**src/sv/sfb64_pkg.sv**
```systemverilog
`timescale 1ns / 1ps
// ----------------------------------------------------------------------------
// sfb64_pkg
// Shared types, constants and functions of the base64 serial frame encoder.
// ----------------------------------------------------------------------------
package sfb64_pkg;

    localparam int MAX_PACKET = 508;

    localparam int QDEPTH = 4;
    localparam int QPTR_W = $clog2(QDEPTH);

    localparam logic [7:0]  CH_PRE0  = 8'h06;
    localparam logic [7:0]  CH_PRE1  = 8'h09;
    localparam logic [7:0]  CH_PAD   = 8'h3D;
    localparam logic [7:0]  CH_NL    = 8'h0A;
    localparam logic [15:0] CRC_POLY = 16'h1021;

    typedef enum logic [1:0] {
        OP_START,
        OP_RAW,
        OP_END
    } op_kind_t;

    typedef struct packed {
        op_kind_t   kind;
        logic [7:0] data;
    } op_word_t;

    typedef enum logic [2:0] {
        FS_IDLE,
        FS_START,
        FS_LHI,
        FS_LLO,
        FS_DATA,
        FS_END
    } front_state_t;

    typedef enum logic [1:0] {
        BK_OP,
        BK_LO,
        BK_PAD,
        BK_NL
    } back_state_t;

    function automatic logic [15:0] crc16_byte(input logic [15:0] crc, input logic [7:0] b);
        logic [15:0] c;
        c = crc ^ {b, 8'h00};
        for (int i = 0; i < 8; i++)
        begin
            if (c[15])
            begin
                c = {c[14:0], 1'b0} ^ CRC_POLY;
            end
            else
            begin
                c = {c[14:0], 1'b0};
            end
        end
        return c;
    endfunction

    function automatic logic [7:0] b64_char(input logic [5:0] v);
        logic [7:0] w;
        w = {2'b00, v};
        if (v < 6'd26)
        begin
            return w + 8'h41;
        end
        else if (v < 6'd52)
        begin
            return w + 8'd71;
        end
        else if (v < 6'd62)
        begin
            return w - 8'd4;
        end
        else if (v == 6'd62)
        begin
            return 8'h2B;
        end
        else
        begin
            return 8'h2F;
        end
    endfunction

endpackage

```
**src/sv/sfb64_front.sv**
```systemverilog
`timescale 1ns / 1ps
// ----------------------------------------------------------------------------
// sfb64_front
// Accepts packet bytes, tracks the open frame and issues start, raw and end stream operations.
// ----------------------------------------------------------------------------
module sfb64_front (
    input  logic                 clk,
    input  logic                 rst_n,
    input  logic                 push,
    output logic                 full,
    input  logic [7:0]           data_byte,
    input  logic                 first,
    input  logic                 last,
    input  logic [8:0]           packet_length,
    output logic                 q_push,
    output sfb64_pkg::op_word_t  q_word,
    input  logic                 q_full
);

    sfb64_pkg::front_state_t state_reg, state_next;
    logic [7:0]  data_reg, data_next;
    logic        last_reg, last_next;
    logic [15:0] flen_reg, flen_next;
    logic        in_frame_reg, in_frame_next;

    logic        adv;
    logic        done;
    logic        accept;
    logic [15:0] plen_ext;

    assign adv    = (state_reg != sfb64_pkg::FS_IDLE) && !q_full;
    assign done   = adv && ((state_reg == sfb64_pkg::FS_END) ||
                            ((state_reg == sfb64_pkg::FS_DATA) && !last_reg));
    assign full   = (state_reg != sfb64_pkg::FS_IDLE) && !done;
    assign accept = push && !full;

    always_comb
    begin
        plen_ext = {7'b0, packet_length};
        if (plen_ext > 16'(sfb64_pkg::MAX_PACKET))
        begin
            plen_ext = 16'(sfb64_pkg::MAX_PACKET);
        end
    end

    // next state
    always_comb
    begin
        state_next = state_reg;
        if (adv)
        begin
            case (state_reg)
                sfb64_pkg::FS_START: state_next = sfb64_pkg::FS_LHI;
                sfb64_pkg::FS_LHI:   state_next = sfb64_pkg::FS_LLO;
                sfb64_pkg::FS_LLO:   state_next = sfb64_pkg::FS_DATA;
                sfb64_pkg::FS_DATA:  state_next = last_reg ? sfb64_pkg::FS_END
                                                           : sfb64_pkg::FS_IDLE;
                sfb64_pkg::FS_END:   state_next = sfb64_pkg::FS_IDLE;
                default:             state_next = sfb64_pkg::FS_IDLE;
            endcase
        end
        if (accept)
        begin
            if (first)
            begin
                state_next = sfb64_pkg::FS_START;
            end
            else if (in_frame_reg)
            begin
                state_next = sfb64_pkg::FS_DATA;
            end
            else
            begin
                state_next = sfb64_pkg::FS_IDLE;
            end
        end
    end

    // outputs
    always_comb
    begin
        q_push = adv;
        q_word.kind = sfb64_pkg::OP_RAW;
        q_word.data = 8'h00;
        case (state_reg)
            sfb64_pkg::FS_START: q_word.kind = sfb64_pkg::OP_START;
            sfb64_pkg::FS_LHI:   q_word.data = flen_reg[15:8];
            sfb64_pkg::FS_LLO:   q_word.data = flen_reg[7:0];
            sfb64_pkg::FS_DATA:  q_word.data = data_reg;
            sfb64_pkg::FS_END:   q_word.kind = sfb64_pkg::OP_END;
            default:             q_word.data = 8'h00;
        endcase
    end

    always_comb
    begin
        data_next     = data_reg;
        last_next     = last_reg;
        flen_next     = flen_reg;
        in_frame_next = in_frame_reg;
        if (accept)
        begin
            data_next = data_byte;
            last_next = last;
            if (first)
            begin
                flen_next     = plen_ext + 16'd2;
                in_frame_next = !last;
            end
            else if (last)
            begin
                in_frame_next = 1'b0;
            end
        end
    end

    always_ff @(posedge clk or negedge rst_n)
    begin
        if (!rst_n)
        begin
            state_reg    <= sfb64_pkg::FS_IDLE;
            in_frame_reg <= 1'b0;
            data_reg     <= 8'h00;
            last_reg     <= 1'b0;
            flen_reg     <= 16'h0000;
        end
        else
        begin
            state_reg    <= state_next;
            in_frame_reg <= in_frame_next;
            data_reg     <= data_next;
            last_reg     <= last_next;
            flen_reg     <= flen_next;
        end
    end

endmodule

```
**src/sv/sfb64_queue.sv**
```systemverilog
`timescale 1ns / 1ps
// ----------------------------------------------------------------------------
// sfb64_queue
// Short queue of stream operations between the front and back parts.
// ----------------------------------------------------------------------------
module sfb64_queue (
    input  logic                 clk,
    input  logic                 rst_n,
    input  logic                 push,
    input  sfb64_pkg::op_word_t  wr_word,
    output logic                 full,
    input  logic                 pop,
    output sfb64_pkg::op_word_t  rd_word,
    output logic                 empty
);

    sfb64_pkg::op_word_t          mem_reg [sfb64_pkg::QDEPTH];
    logic [sfb64_pkg::QPTR_W-1:0] wr_ptr_reg, wr_ptr_next;
    logic [sfb64_pkg::QPTR_W-1:0] rd_ptr_reg, rd_ptr_next;
    logic [sfb64_pkg::QPTR_W:0]   cnt_reg, cnt_next;

    logic do_push;
    logic do_pop;

    assign full    = (cnt_reg == (sfb64_pkg::QPTR_W + 1)'(sfb64_pkg::QDEPTH));
    assign empty   = (cnt_reg == '0);
    assign do_push = push && !full;
    assign do_pop  = pop && !empty;
    assign rd_word = mem_reg[rd_ptr_reg];

    always_comb
    begin
        wr_ptr_next = wr_ptr_reg;
        rd_ptr_next = rd_ptr_reg;
        cnt_next    = cnt_reg;
        if (do_push)
        begin
            wr_ptr_next = wr_ptr_reg + 1'b1;
        end
        if (do_pop)
        begin
            rd_ptr_next = rd_ptr_reg + 1'b1;
        end
        if (do_push && !do_pop)
        begin
            cnt_next = cnt_reg + 1'b1;
        end
        else if (do_pop && !do_push)
        begin
            cnt_next = cnt_reg - 1'b1;
        end
    end

    always_ff @(posedge clk)
    begin
        if (do_push)
        begin
            mem_reg[wr_ptr_reg] <= wr_word;
        end
    end

    always_ff @(posedge clk or negedge rst_n)
    begin
        if (!rst_n)
        begin
            wr_ptr_reg <= '0;
            rd_ptr_reg <= '0;
            cnt_reg    <= '0;
        end
        else
        begin
            wr_ptr_reg <= wr_ptr_next;
            rd_ptr_reg <= rd_ptr_next;
            cnt_reg    <= cnt_next;
        end
    end

endmodule

```
**src/sv/sfb64_back.sv**
```systemverilog
`timescale 1ns / 1ps
// ----------------------------------------------------------------------------
// sfb64_back
// Runs the CRC and base64 grouper and sends wire bytes through an output stage.
// ----------------------------------------------------------------------------
module sfb64_back (
    input  logic                 clk,
    input  logic                 rst_n,
    input  logic                 q_empty,
    input  sfb64_pkg::op_word_t  q_word,
    output logic                 q_pop,
    output logic                 empty,
    input  logic                 pop,
    output logic [7:0]           wire_byte,
    output logic                 frame_end
);

    sfb64_pkg::back_state_t state_reg, state_next;
    logic [15:0] crc_reg, crc_next;
    logic [15:0] pend_reg, pend_next;
    logic [1:0]  pcnt_reg, pcnt_next;
    logic [31:0] burst_reg, burst_next;
    logic [2:0]  burst_cnt_reg, burst_cnt_next;
    logic        burst_fe_reg, burst_fe_next;
    logic        out_valid_reg, out_valid_next;
    logic [7:0]  out_byte_reg, out_byte_next;
    logic        out_end_reg, out_end_next;

    logic        out_free;
    logic        send;
    logic        step;
    logic        load;
    logic [31:0] load_word;
    logic [2:0]  load_cnt;
    logic        load_fe;
    logic        do_raw;
    logic [7:0]  raw_b;
    logic [23:0] grp;

    assign out_free = !out_valid_reg || pop;
    assign send     = (burst_cnt_reg != 3'd0) && out_free;
    assign step     = (burst_cnt_reg == 3'd0) || ((burst_cnt_reg == 3'd1) && out_free);

    assign empty     = !out_valid_reg;
    assign wire_byte = out_byte_reg;
    assign frame_end = out_end_reg;

    // next state
    always_comb
    begin
        state_next = state_reg;
        case (state_reg)
            sfb64_pkg::BK_OP:
            begin
                if (step && !q_empty && (q_word.kind == sfb64_pkg::OP_END))
                begin
                    state_next = sfb64_pkg::BK_LO;
                end
            end
            sfb64_pkg::BK_LO:  if (step) state_next = sfb64_pkg::BK_PAD;
            sfb64_pkg::BK_PAD: if (step) state_next = sfb64_pkg::BK_NL;
            sfb64_pkg::BK_NL:  if (step) state_next = sfb64_pkg::BK_OP;
            default:           state_next = sfb64_pkg::BK_OP;
        endcase
    end

    // actions
    always_comb
    begin
        crc_next  = crc_reg;
        pend_next = pend_reg;
        pcnt_next = pcnt_reg;
        load      = 1'b0;
        load_word = 32'h0;
        load_cnt  = 3'd0;
        load_fe   = 1'b0;
        q_pop     = 1'b0;
        do_raw    = 1'b0;
        raw_b     = 8'h00;
        grp       = 24'h0;
        case (state_reg)
            sfb64_pkg::BK_OP:
            begin
                if (step && !q_empty)
                begin
                    q_pop = 1'b1;
                    case (q_word.kind)
                        sfb64_pkg::OP_START:
                        begin
                            crc_next  = 16'h0000;
                            pend_next = 16'h0000;
                            pcnt_next = 2'd0;
                            load      = 1'b1;
                            load_word = {sfb64_pkg::CH_PRE0, sfb64_pkg::CH_PRE1, 16'h0000};
                            load_cnt  = 3'd2;
                        end
                        sfb64_pkg::OP_RAW:
                        begin
                            crc_next = sfb64_pkg::crc16_byte(crc_reg, q_word.data);
                            do_raw   = 1'b1;
                            raw_b    = q_word.data;
                        end
                        sfb64_pkg::OP_END:
                        begin
                            do_raw = 1'b1;
                            raw_b  = crc_reg[15:8];
                        end
                        default:
                        begin
                            q_pop = 1'b1;
                        end
                    endcase
                end
            end
            sfb64_pkg::BK_LO:
            begin
                if (step)
                begin
                    do_raw = 1'b1;
                    raw_b  = crc_reg[7:0];
                end
            end
            sfb64_pkg::BK_PAD:
            begin
                if (step)
                begin
                    if (pcnt_reg == 2'd1)
                    begin
                        grp       = {pend_reg[7:0], 16'h0000};
                        load      = 1'b1;
                        load_word = {sfb64_pkg::b64_char(grp[23:18]),
                                     sfb64_pkg::b64_char(grp[17:12]),
                                     sfb64_pkg::CH_PAD, sfb64_pkg::CH_PAD};
                        load_cnt  = 3'd4;
                    end
                    else if (pcnt_reg == 2'd2)
                    begin
                        grp       = {pend_reg, 8'h00};
                        load      = 1'b1;
                        load_word = {sfb64_pkg::b64_char(grp[23:18]),
                                     sfb64_pkg::b64_char(grp[17:12]),
                                     sfb64_pkg::b64_char(grp[11:6]),
                                     sfb64_pkg::CH_PAD};
                        load_cnt  = 3'd4;
                    end
                    pend_next = 16'h0000;
                    pcnt_next = 2'd0;
                end
            end
            sfb64_pkg::BK_NL:
            begin
                if (step)
                begin
                    crc_next  = 16'h0000;
                    load      = 1'b1;
                    load_word = {sfb64_pkg::CH_NL, 24'h000000};
                    load_cnt  = 3'd1;
                    load_fe   = 1'b1;
                end
            end
            default:
            begin
                q_pop = 1'b0;
            end
        endcase

        // base64 grouper
        if (do_raw)
        begin
            if (pcnt_reg < 2'd2)
            begin
                pend_next = {pend_reg[7:0], raw_b};
                pcnt_next = pcnt_reg + 2'd1;
            end
            else
            begin
                grp       = {pend_reg, raw_b};
                load      = 1'b1;
                load_word = {sfb64_pkg::b64_char(grp[23:18]),
                             sfb64_pkg::b64_char(grp[17:12]),
                             sfb64_pkg::b64_char(grp[11:6]),
                             sfb64_pkg::b64_char(grp[5:0])};
                load_cnt  = 3'd4;
                pend_next = 16'h0000;
                pcnt_next = 2'd0;
            end
        end
    end

    always_comb
    begin
        burst_next     = burst_reg;
        burst_cnt_next = burst_cnt_reg;
        burst_fe_next  = burst_fe_reg;
        if (load)
        begin
            burst_next     = load_word;
            burst_cnt_next = load_cnt;
            burst_fe_next  = load_fe;
        end
        else if (send)
        begin
            burst_next     = {burst_reg[23:0], 8'h00};
            burst_cnt_next = burst_cnt_reg - 3'd1;
        end

        out_valid_next = out_valid_reg;
        out_byte_next  = out_byte_reg;
        out_end_next   = out_end_reg;
        if (send)
        begin
            out_valid_next = 1'b1;
            out_byte_next  = burst_reg[31:24];
            out_end_next   = burst_fe_reg;
        end
        else if (pop)
        begin
            out_valid_next = 1'b0;
        end
    end

    always_ff @(posedge clk or negedge rst_n)
    begin
        if (!rst_n)
        begin
            state_reg     <= sfb64_pkg::BK_OP;
            crc_reg       <= 16'h0000;
            pend_reg      <= 16'h0000;
            pcnt_reg      <= 2'd0;
            burst_reg     <= 32'h0;
            burst_cnt_reg <= 3'd0;
            burst_fe_reg  <= 1'b0;
            out_valid_reg <= 1'b0;
            out_byte_reg  <= 8'h00;
            out_end_reg   <= 1'b0;
        end
        else
        begin
            state_reg     <= state_next;
            crc_reg       <= crc_next;
            pend_reg      <= pend_next;
            pcnt_reg      <= pcnt_next;
            burst_reg     <= burst_next;
            burst_cnt_reg <= burst_cnt_next;
            burst_fe_reg  <= burst_fe_next;
            out_valid_reg <= out_valid_next;
            out_byte_reg  <= out_byte_next;
            out_end_reg   <= out_end_next;
        end
    end

endmodule

```
**src/sv/serial_frame_base64_crc_encoder.sv**
```systemverilog
`timescale 1ns / 1ps
// ----------------------------------------------------------------------------
// serial_frame_base64_crc_encoder
// Frames packet bytes as 0x06 0x09, base64 of length, data and CRC-16, newline.
//
//   channel  | handshake     | words
//   ---------+---------------+--------------------------------------------
//   input    | push / full   | data_byte, first, last, packet_length
//   result   | pop / empty   | wire_byte, frame_end
//
// a middle packet byte passes the front and then the back, and every
// third raw byte has the back send four base64 characters, so the
// output port sets the pace. a first byte issues four queue words, a
// last byte one more; the end of frame takes four back steps and sends
// up to nine wire bytes.
// reset clears all state but the queue storage; no clearing pass. a stall
// on pop fills the four word queue, then full rises.
// ----------------------------------------------------------------------------
module serial_frame_base64_crc_encoder (
    input  logic       clk,
    input  logic       rst_n,
    input  logic       push,
    output logic       full,
    input  logic [7:0] data_byte,
    input  logic       first,
    input  logic       last,
    input  logic [8:0] packet_length,
    output logic       empty,
    input  logic       pop,
    output logic [7:0] wire_byte,
    output logic       frame_end
);

    logic                 fq_push;
    sfb64_pkg::op_word_t  fq_word;
    logic                 fq_full;
    logic                 bq_pop;
    sfb64_pkg::op_word_t  bq_word;
    logic                 bq_empty;

    sfb64_front u_front (
        .clk           (clk),
        .rst_n         (rst_n),
        .push          (push),
        .full          (full),
        .data_byte     (data_byte),
        .first         (first),
        .last          (last),
        .packet_length (packet_length),
        .q_push        (fq_push),
        .q_word        (fq_word),
        .q_full        (fq_full)
    );

    sfb64_queue u_queue (
        .clk     (clk),
        .rst_n   (rst_n),
        .push    (fq_push),
        .wr_word (fq_word),
        .full    (fq_full),
        .pop     (bq_pop),
        .rd_word (bq_word),
        .empty   (bq_empty)
    );

    sfb64_back u_back (
        .clk       (clk),
        .rst_n     (rst_n),
        .q_empty   (bq_empty),
        .q_word    (bq_word),
        .q_pop     (bq_pop),
        .empty     (empty),
        .pop       (pop),
        .wire_byte (wire_byte),
        .frame_end (frame_end)
    );

endmodule
```
**config.mk**
```make
export PLATFORM = sky130hd
export DESIGN_NAME = serial_frame_base64_crc_encoder
export DESIGN_NICKNAME = d
export VERILOG_FILES = /design/src/sv/sfb64_pkg.sv /design/src/sv/sfb64_front.sv /design/src/sv/sfb64_queue.sv /design/src/sv/sfb64_back.sv /design/src/sv/serial_frame_base64_crc_encoder.sv
export SDC_FILE = /design/constraint.sdc
export NUM_CORES = 1
export LEC_CHECK = 0
export BUFFER_PORTS_ARGS = -buffer_cell sky130_fd_sc_hd__clkbuf_2
export CAP_MARGIN = 20
export CORE_MARGIN = 4
export CORE_UTILIZATION = 27
export CTS_CLUSTER_SIZE = 25
export DETAILED_ROUTE_END_ITERATION = 10
export PLACE_DENSITY = 0.5
export SYNTH_ARGS = -nofsm -noshare
export SYNTH_HDL_FRONTEND = slang
export SYNTH_HIERARCHICAL = 1
export SYNTH_SLANG_ARGS = --single-unit
export TNS_END_PERCENT = 10
```
**constraint.sdc**
```tcl
create_clock -name clk -period 3.4 [get_ports clk]
set_input_delay 0.85 -clock clk [delete_from_list [all_inputs] [get_ports clk]]
set_output_delay 0.85 -clock clk [all_outputs]
set_load 0.02 [all_outputs]
```
# Word-level counts from Yosys, hierarchy flattened
# Memories as Yosys holds them, arrays and structs flattened.
# Cells that the tools add are included.
# op_classes
addsub,28
n_lt_le_gt_ge,23
eq_ne,28
n_mux,132
bitwise,9
reduce_logical,44
# op_table
operator,n
$mux W16,27
$mux W32,8
$mux W8,23
$add A6 B7 Y8 const B,14
$mux W13,8
$pmux W16 S2,3
$pmux W32 S3,1
$lt A6 B6 Y1 const B,14
$mux W3,20
$sub A6 B3 Y7 const B,7
$lt A6 B5 Y1 const B,7
$pmux W8 S2,2
$eq A6 B6 Y1 const B,5
$mux W28,1
$mux W27,1
$not A3 Y3,8
$pmux W8 S3,1
$mux W1,20
$mux W2,9
$xor A16 B16 Y16,1
$logic_and A1 B1 Y1,13
$pmux W3 S4,1
$reduce_and A4 Y1,3
$reduce_bool A2 Y1,6
other kinds (27),61
# word_totals
regBits,118
mem_bits_rw,40
input_bits,23
out_inout_bits,11
memories,1
# memory_table
name,words,word_bits,rd,rd_clocked_by_memory_dff,wr,line,source
u_queue.mem_reg,4,10,1,0,1,sfb64_queue.sv:17,sfb64_pkg::op_word_t mem_reg [sfb64_pkg::QDEPTH];

# Depth between registers and ports, before layout
# logic_depth
depth_word,42
ltp_mapped,15

# Cells and area by module
# Netlist, hierarchy kept.
# modules_own_cells
module,instances,cells_each,area_per_inst_um2,seq_area_each_um2
sfb64_back,1,783,6399.9,2052.0
sfb64_queue,1,87,1878.1,1376.3
sfb64_front,1,115,1290.0,575.6

# Worst setup path after synthesis
# OpenSTA, ideal clock, no wires.
# synth_path
kind,reg2reg
from,register u_queue/rd_ptr_reg[0] (netlist name)
to,register u_back.burst_reg[2]
setup_time_ns,0.126
arrival_time_ns,3.203
setup_slack_ns,0.071
stages_incl_launch_ff,15
n_path_buf,2
synth_period_minus_slack_ns,3.329
cell_sequence,dfrtp_1 -> buf_4 -> mux4_2 -> inv_1 -> ha_1 -> nand3b_4 -> buf_4 -> o21ai_0 -> nand2_1 -> inv_1 -> ha_1 -> a31oi_1 -> a2bb2oi_1 -> a311oi_1 -> a221o_1
# synth_lines
item,line,source
from (decl),sfb64_queue.sv:19,"logic [sfb64_pkg::QPTR_W-1:0] rd_ptr_reg, rd_ptr_next;"
from (signal assigned),sfb64_queue.sv:73,rd_ptr_reg <= rd_ptr_next;
to (signal assigned),sfb64_back.sv:243,burst_reg <= burst_next;
to (decl),sfb64_back.sv:22,"logic [31:0] burst_reg, burst_next;"

==> results.toml <==
[power_and_ir_drop]
leakage_nw = 4.50
ir_drop_uv = 438
p_total_mw = 8.94
p_per_area_nw_per_um2 = 815

[die]
die_h_microns = 196
core_area_sq_um = 34700
die_w_microns = 196
start_util_pct = 27.6
dieArea_sq_um = 38500
io_pins = 34
rows = 68

[outcome]
status = "finished clean"

[logic_synthesis]
syn_area_sq_um = 9570
synth_seq_area_share_pct = 41.8
ys_warn_count = 6
async_reset_ff_share_pct = 73.7
synth_cell_types = 88
synth_cells = 985
yosys_most_used_dff = "dfrtp_1"
synth_edf_count = 40
synth-seq-cells = 152
syn_nets = 1053
syn_area_per_cell_sq_um = 9.71

[placement]
gp_congestion = 0.935
dp_hpwl_mm = 19.2
port_buffers = 33

[sta]
maxSlewHeadroom_pct = 53.5
min_period_ns = 3.18
report.final.slew_viol_count = 0
finalHoldViolations = 0
whs_ns = 0.363
setup_violations = 0
worst_slew_pin_slew_ns = 0.679
fin_skew_ns = 0.0124
fmax_mhz = 314
timing.final.crit_share_pct = 93.6

[worst_setup_path]
slowest_stage = "mux4_2"
critPathTopFamily = "multiplexers"
crit_path_end_kind = "flip-flop"
max_stage_delay_ns = 0.53
path_cells = "mux4_2 > inv_1 > ha_1 > nand3b_4 > buf_4 > o21ai_1 > and2_1 > inv_1 > ha_1 > inv_1 > a21oi_1 > mux2_2 > o21ai_0 > a211oi_1"
start_kind = "flip-flop"
crit_fanout = 9
crit_top_cell = "inv_1"
cp_num_buf_inv = 4
crit_type = "reg -> reg"
worstPathArrival_ns = 3.46
required_ns = 3.68

[global_route]
gr-usage-all-layers_pct = 13.5
grt_pass1_vias = 7578
grt_pass1_wl_mm = 42.0
grt_max_degree = 52
antenna_found_initial = 0
grt-ovfl-total = 0

[drt]
first_pass_iters = 7
drtIter0Drc = 549
wl_mm = 25.9
drc = 0
ant_nets = 0
vias_per_cell = 5.11
via_count = 7611
wire_per_inst_microns = 17.4

[clock_network]
post_cts_resized = 0
cts_inserted_buffers = 17
path_clk_slew_ns = 0.07
cts.path.max_buffers = 2
clkLatencyLatePin_ns = 0.44
cts_tree = "done"
clock_sinks = 152
htreeDepth = 4
hold_buffers = 0
post_cts_buffers = 0
root_buffer = "clkbuf_16"

[layout]
largest_reg_flops = 40
final_core_util_pct = 31.6
finish.net_count = 1089
multi_input_area_sq_um = 5130
synthToLayoutAreaGrowth_pct = 14.6
diodes = 0
register_area_sq_um = 4000
drive_gt1_share_pct = 15.8
fillCellCount = 3655

[hold_path]
hold_path_class = "in -> async"

[run]
cap_viol_max_count = 0
-- final cells by class --
| cell class | count | area share, % |
|---|---|---|
| Clock buffer | 18 | 3.91 |
| Inverter | 43 | 1.47 |
| Clock inverter | 14 | 1.19 |
| Tap cell | 455 | 5.19 |
| Multi-Input combinational cell | 730 | 46.8 |
| Sequential cell | 152 | 36.5 |
| Timing Repair Buffer | 77 | 4.92 |
-- cell families (layout without fill, tap and decap cells) --
family | after synthesis | in the layout | share of synthesized area [%]
buffers and inverters | 103 | 152 | 4.73
muxes | 40 | 40 | 6.17
adders and majority gates | 45 | 45 | 5.96
AOI/OAI and AO/OA | 283 | 283 | 20.6
DFF | 152 | 152 | 41.8
and+or+nand+nor | 314 | 314 | 16.3
xor gates and xnor gates | 48 | 48 | 4.39
-- through the flow --
step	setup slack (ns)	std cells	cell area, sq um	setup TNS, ns
2_1_floorplan	0.0710	985	9570	0
3_3_place_gp	0.154	1456	10400	0
3_5_place_dp	0.136	1456	10400	0
4_1_cts	0.140	1488	10900	0
5_1_grt	-0.00261	1489	11000	-0.00261
6_report	0.217	1489	11000	0
-- worst reg2reg max path, delay by kind of cell, from the launching register on --
| family | cells | cell delay [ns] |
|---|---|---|
| mux | 2 | 0.80 |
| compound gates | 4 | 0.57 |
| buf+inv | 4 | 0.43 |
| fa+ha+maj | 2 | 0.43 |
| flops | 1 | 0.41 |
| simple gates | 2 | 0.39 |
-- layout by cell type (no fill, tap or decap), types with 5 or more instances in the layout --
master     synthesis  layout
xnor2_1           28      28
clkbuf_2           1      32
a22oi_1           13      12
a21o_1             5       5
o31ai_1           13      13
mux2_1             8       8
nor4_1             8       8
clkbuf_16          0      17
nor2b_1            8       8
a221oi_1           7       7
buf_4              5      41
nand3b_1           9       9
nor2_1            41      41
nand3_1           23      23
nor3_1            26      26
inv_1             41      41
ha_1              44      44
nand2b_1           9       8
dfrtp_1          112     112
a32oi_1            9       9
xor2_1            20      20
edfxtp_1          40      40
o21ai_0           46      43
a22o_1            30      30
o21ai_1            8      10
and3_1             7       7
and2_1            10      10
a21oi_1           55      55
a31oi_1           24      23
nand2_1          138     138
mux4_2            10      10
o211ai_1           9       9
mux2_4            10      10
inv_6              0       7
mux2i_1            8       8
a211oi_1          10      10
-- power breakdown --
part	leakage, nW	total, mW	switching [mW]	internal [mW]
clock network	0.274	1.83	0.863	0.967
logic	2.39	4.11	2.40	1.71
registers	1.84	3.00	0.414	2.59
-- path summary, 6_finish.rpt --
path                                             from             endpoint  slack (ns)  cells after the start
worst max-delay path            u_queue/rd_ptr_reg[0]  u_back/burst_reg[4]        0.22                     14
worst min-delay path                            rst_n  u_back/wire_byte[6]        0.36                      1
worst max register to register  u_queue/rd_ptr_reg[0]  u_back/burst_reg[4]        0.22                     14
worst min register to register   u_back/burst_reg[31]  u_back/wire_byte[7]        0.47                      2
max in group asynchronous                       rst_n    u_back/crc_reg[7]        2.22                      2
min in group clk                 u_back/burst_reg[31]  u_back/wire_byte[7]        0.47                      2
-- per-layer routing --
| metal | up-vias | track usage [%] | part of all wire (%) |
|---|---|---|---|
| met5 | - | 0 | 0 |
| met4 | 0 | 3.70 | 1.5 |
| met3 | 29 | 2.66 | 4.0 |
| met2 | 176 | 21.9 | 47 |
| met1 | 3707 | 18.5 | 47 |
| li1 | 3699 | - | - |
-- cells in the mapped netlist, drive strengths merged (9+ instances only) --
master / instances / area, sq um
o31ai: 13 / 97.6
a22oi: 15 / 123
nand3b: 10 / 87.6
nand3: 23 / 115
mux4: 10 / 225
xor2: 20 / 175
o21ai: 57 / 297
mux2: 22 / 285
and2: 14 / 92.6
a211oi: 11 / 87.6
nand2b: 10 / 70.1
a21oi: 55 / 275
ha: 44 / 551
edfxtp: 40 / 1200
nand2: 138 / 518
buf: 27 / 166
nor2: 43 / 171
nor3: 26 / 130
dfrtp: 112 / 2800
xnor2: 28 / 245
a22o: 30 / 263
inv: 42 / 158
a32oi: 9 / 78.8
a31oi: 26 / 184
o211ai: 9 / 67.6
clkbuf: 33 / 125
nor2b: 9 / 58.8
No activity file was read; power rests on OpenSTA's default activity.
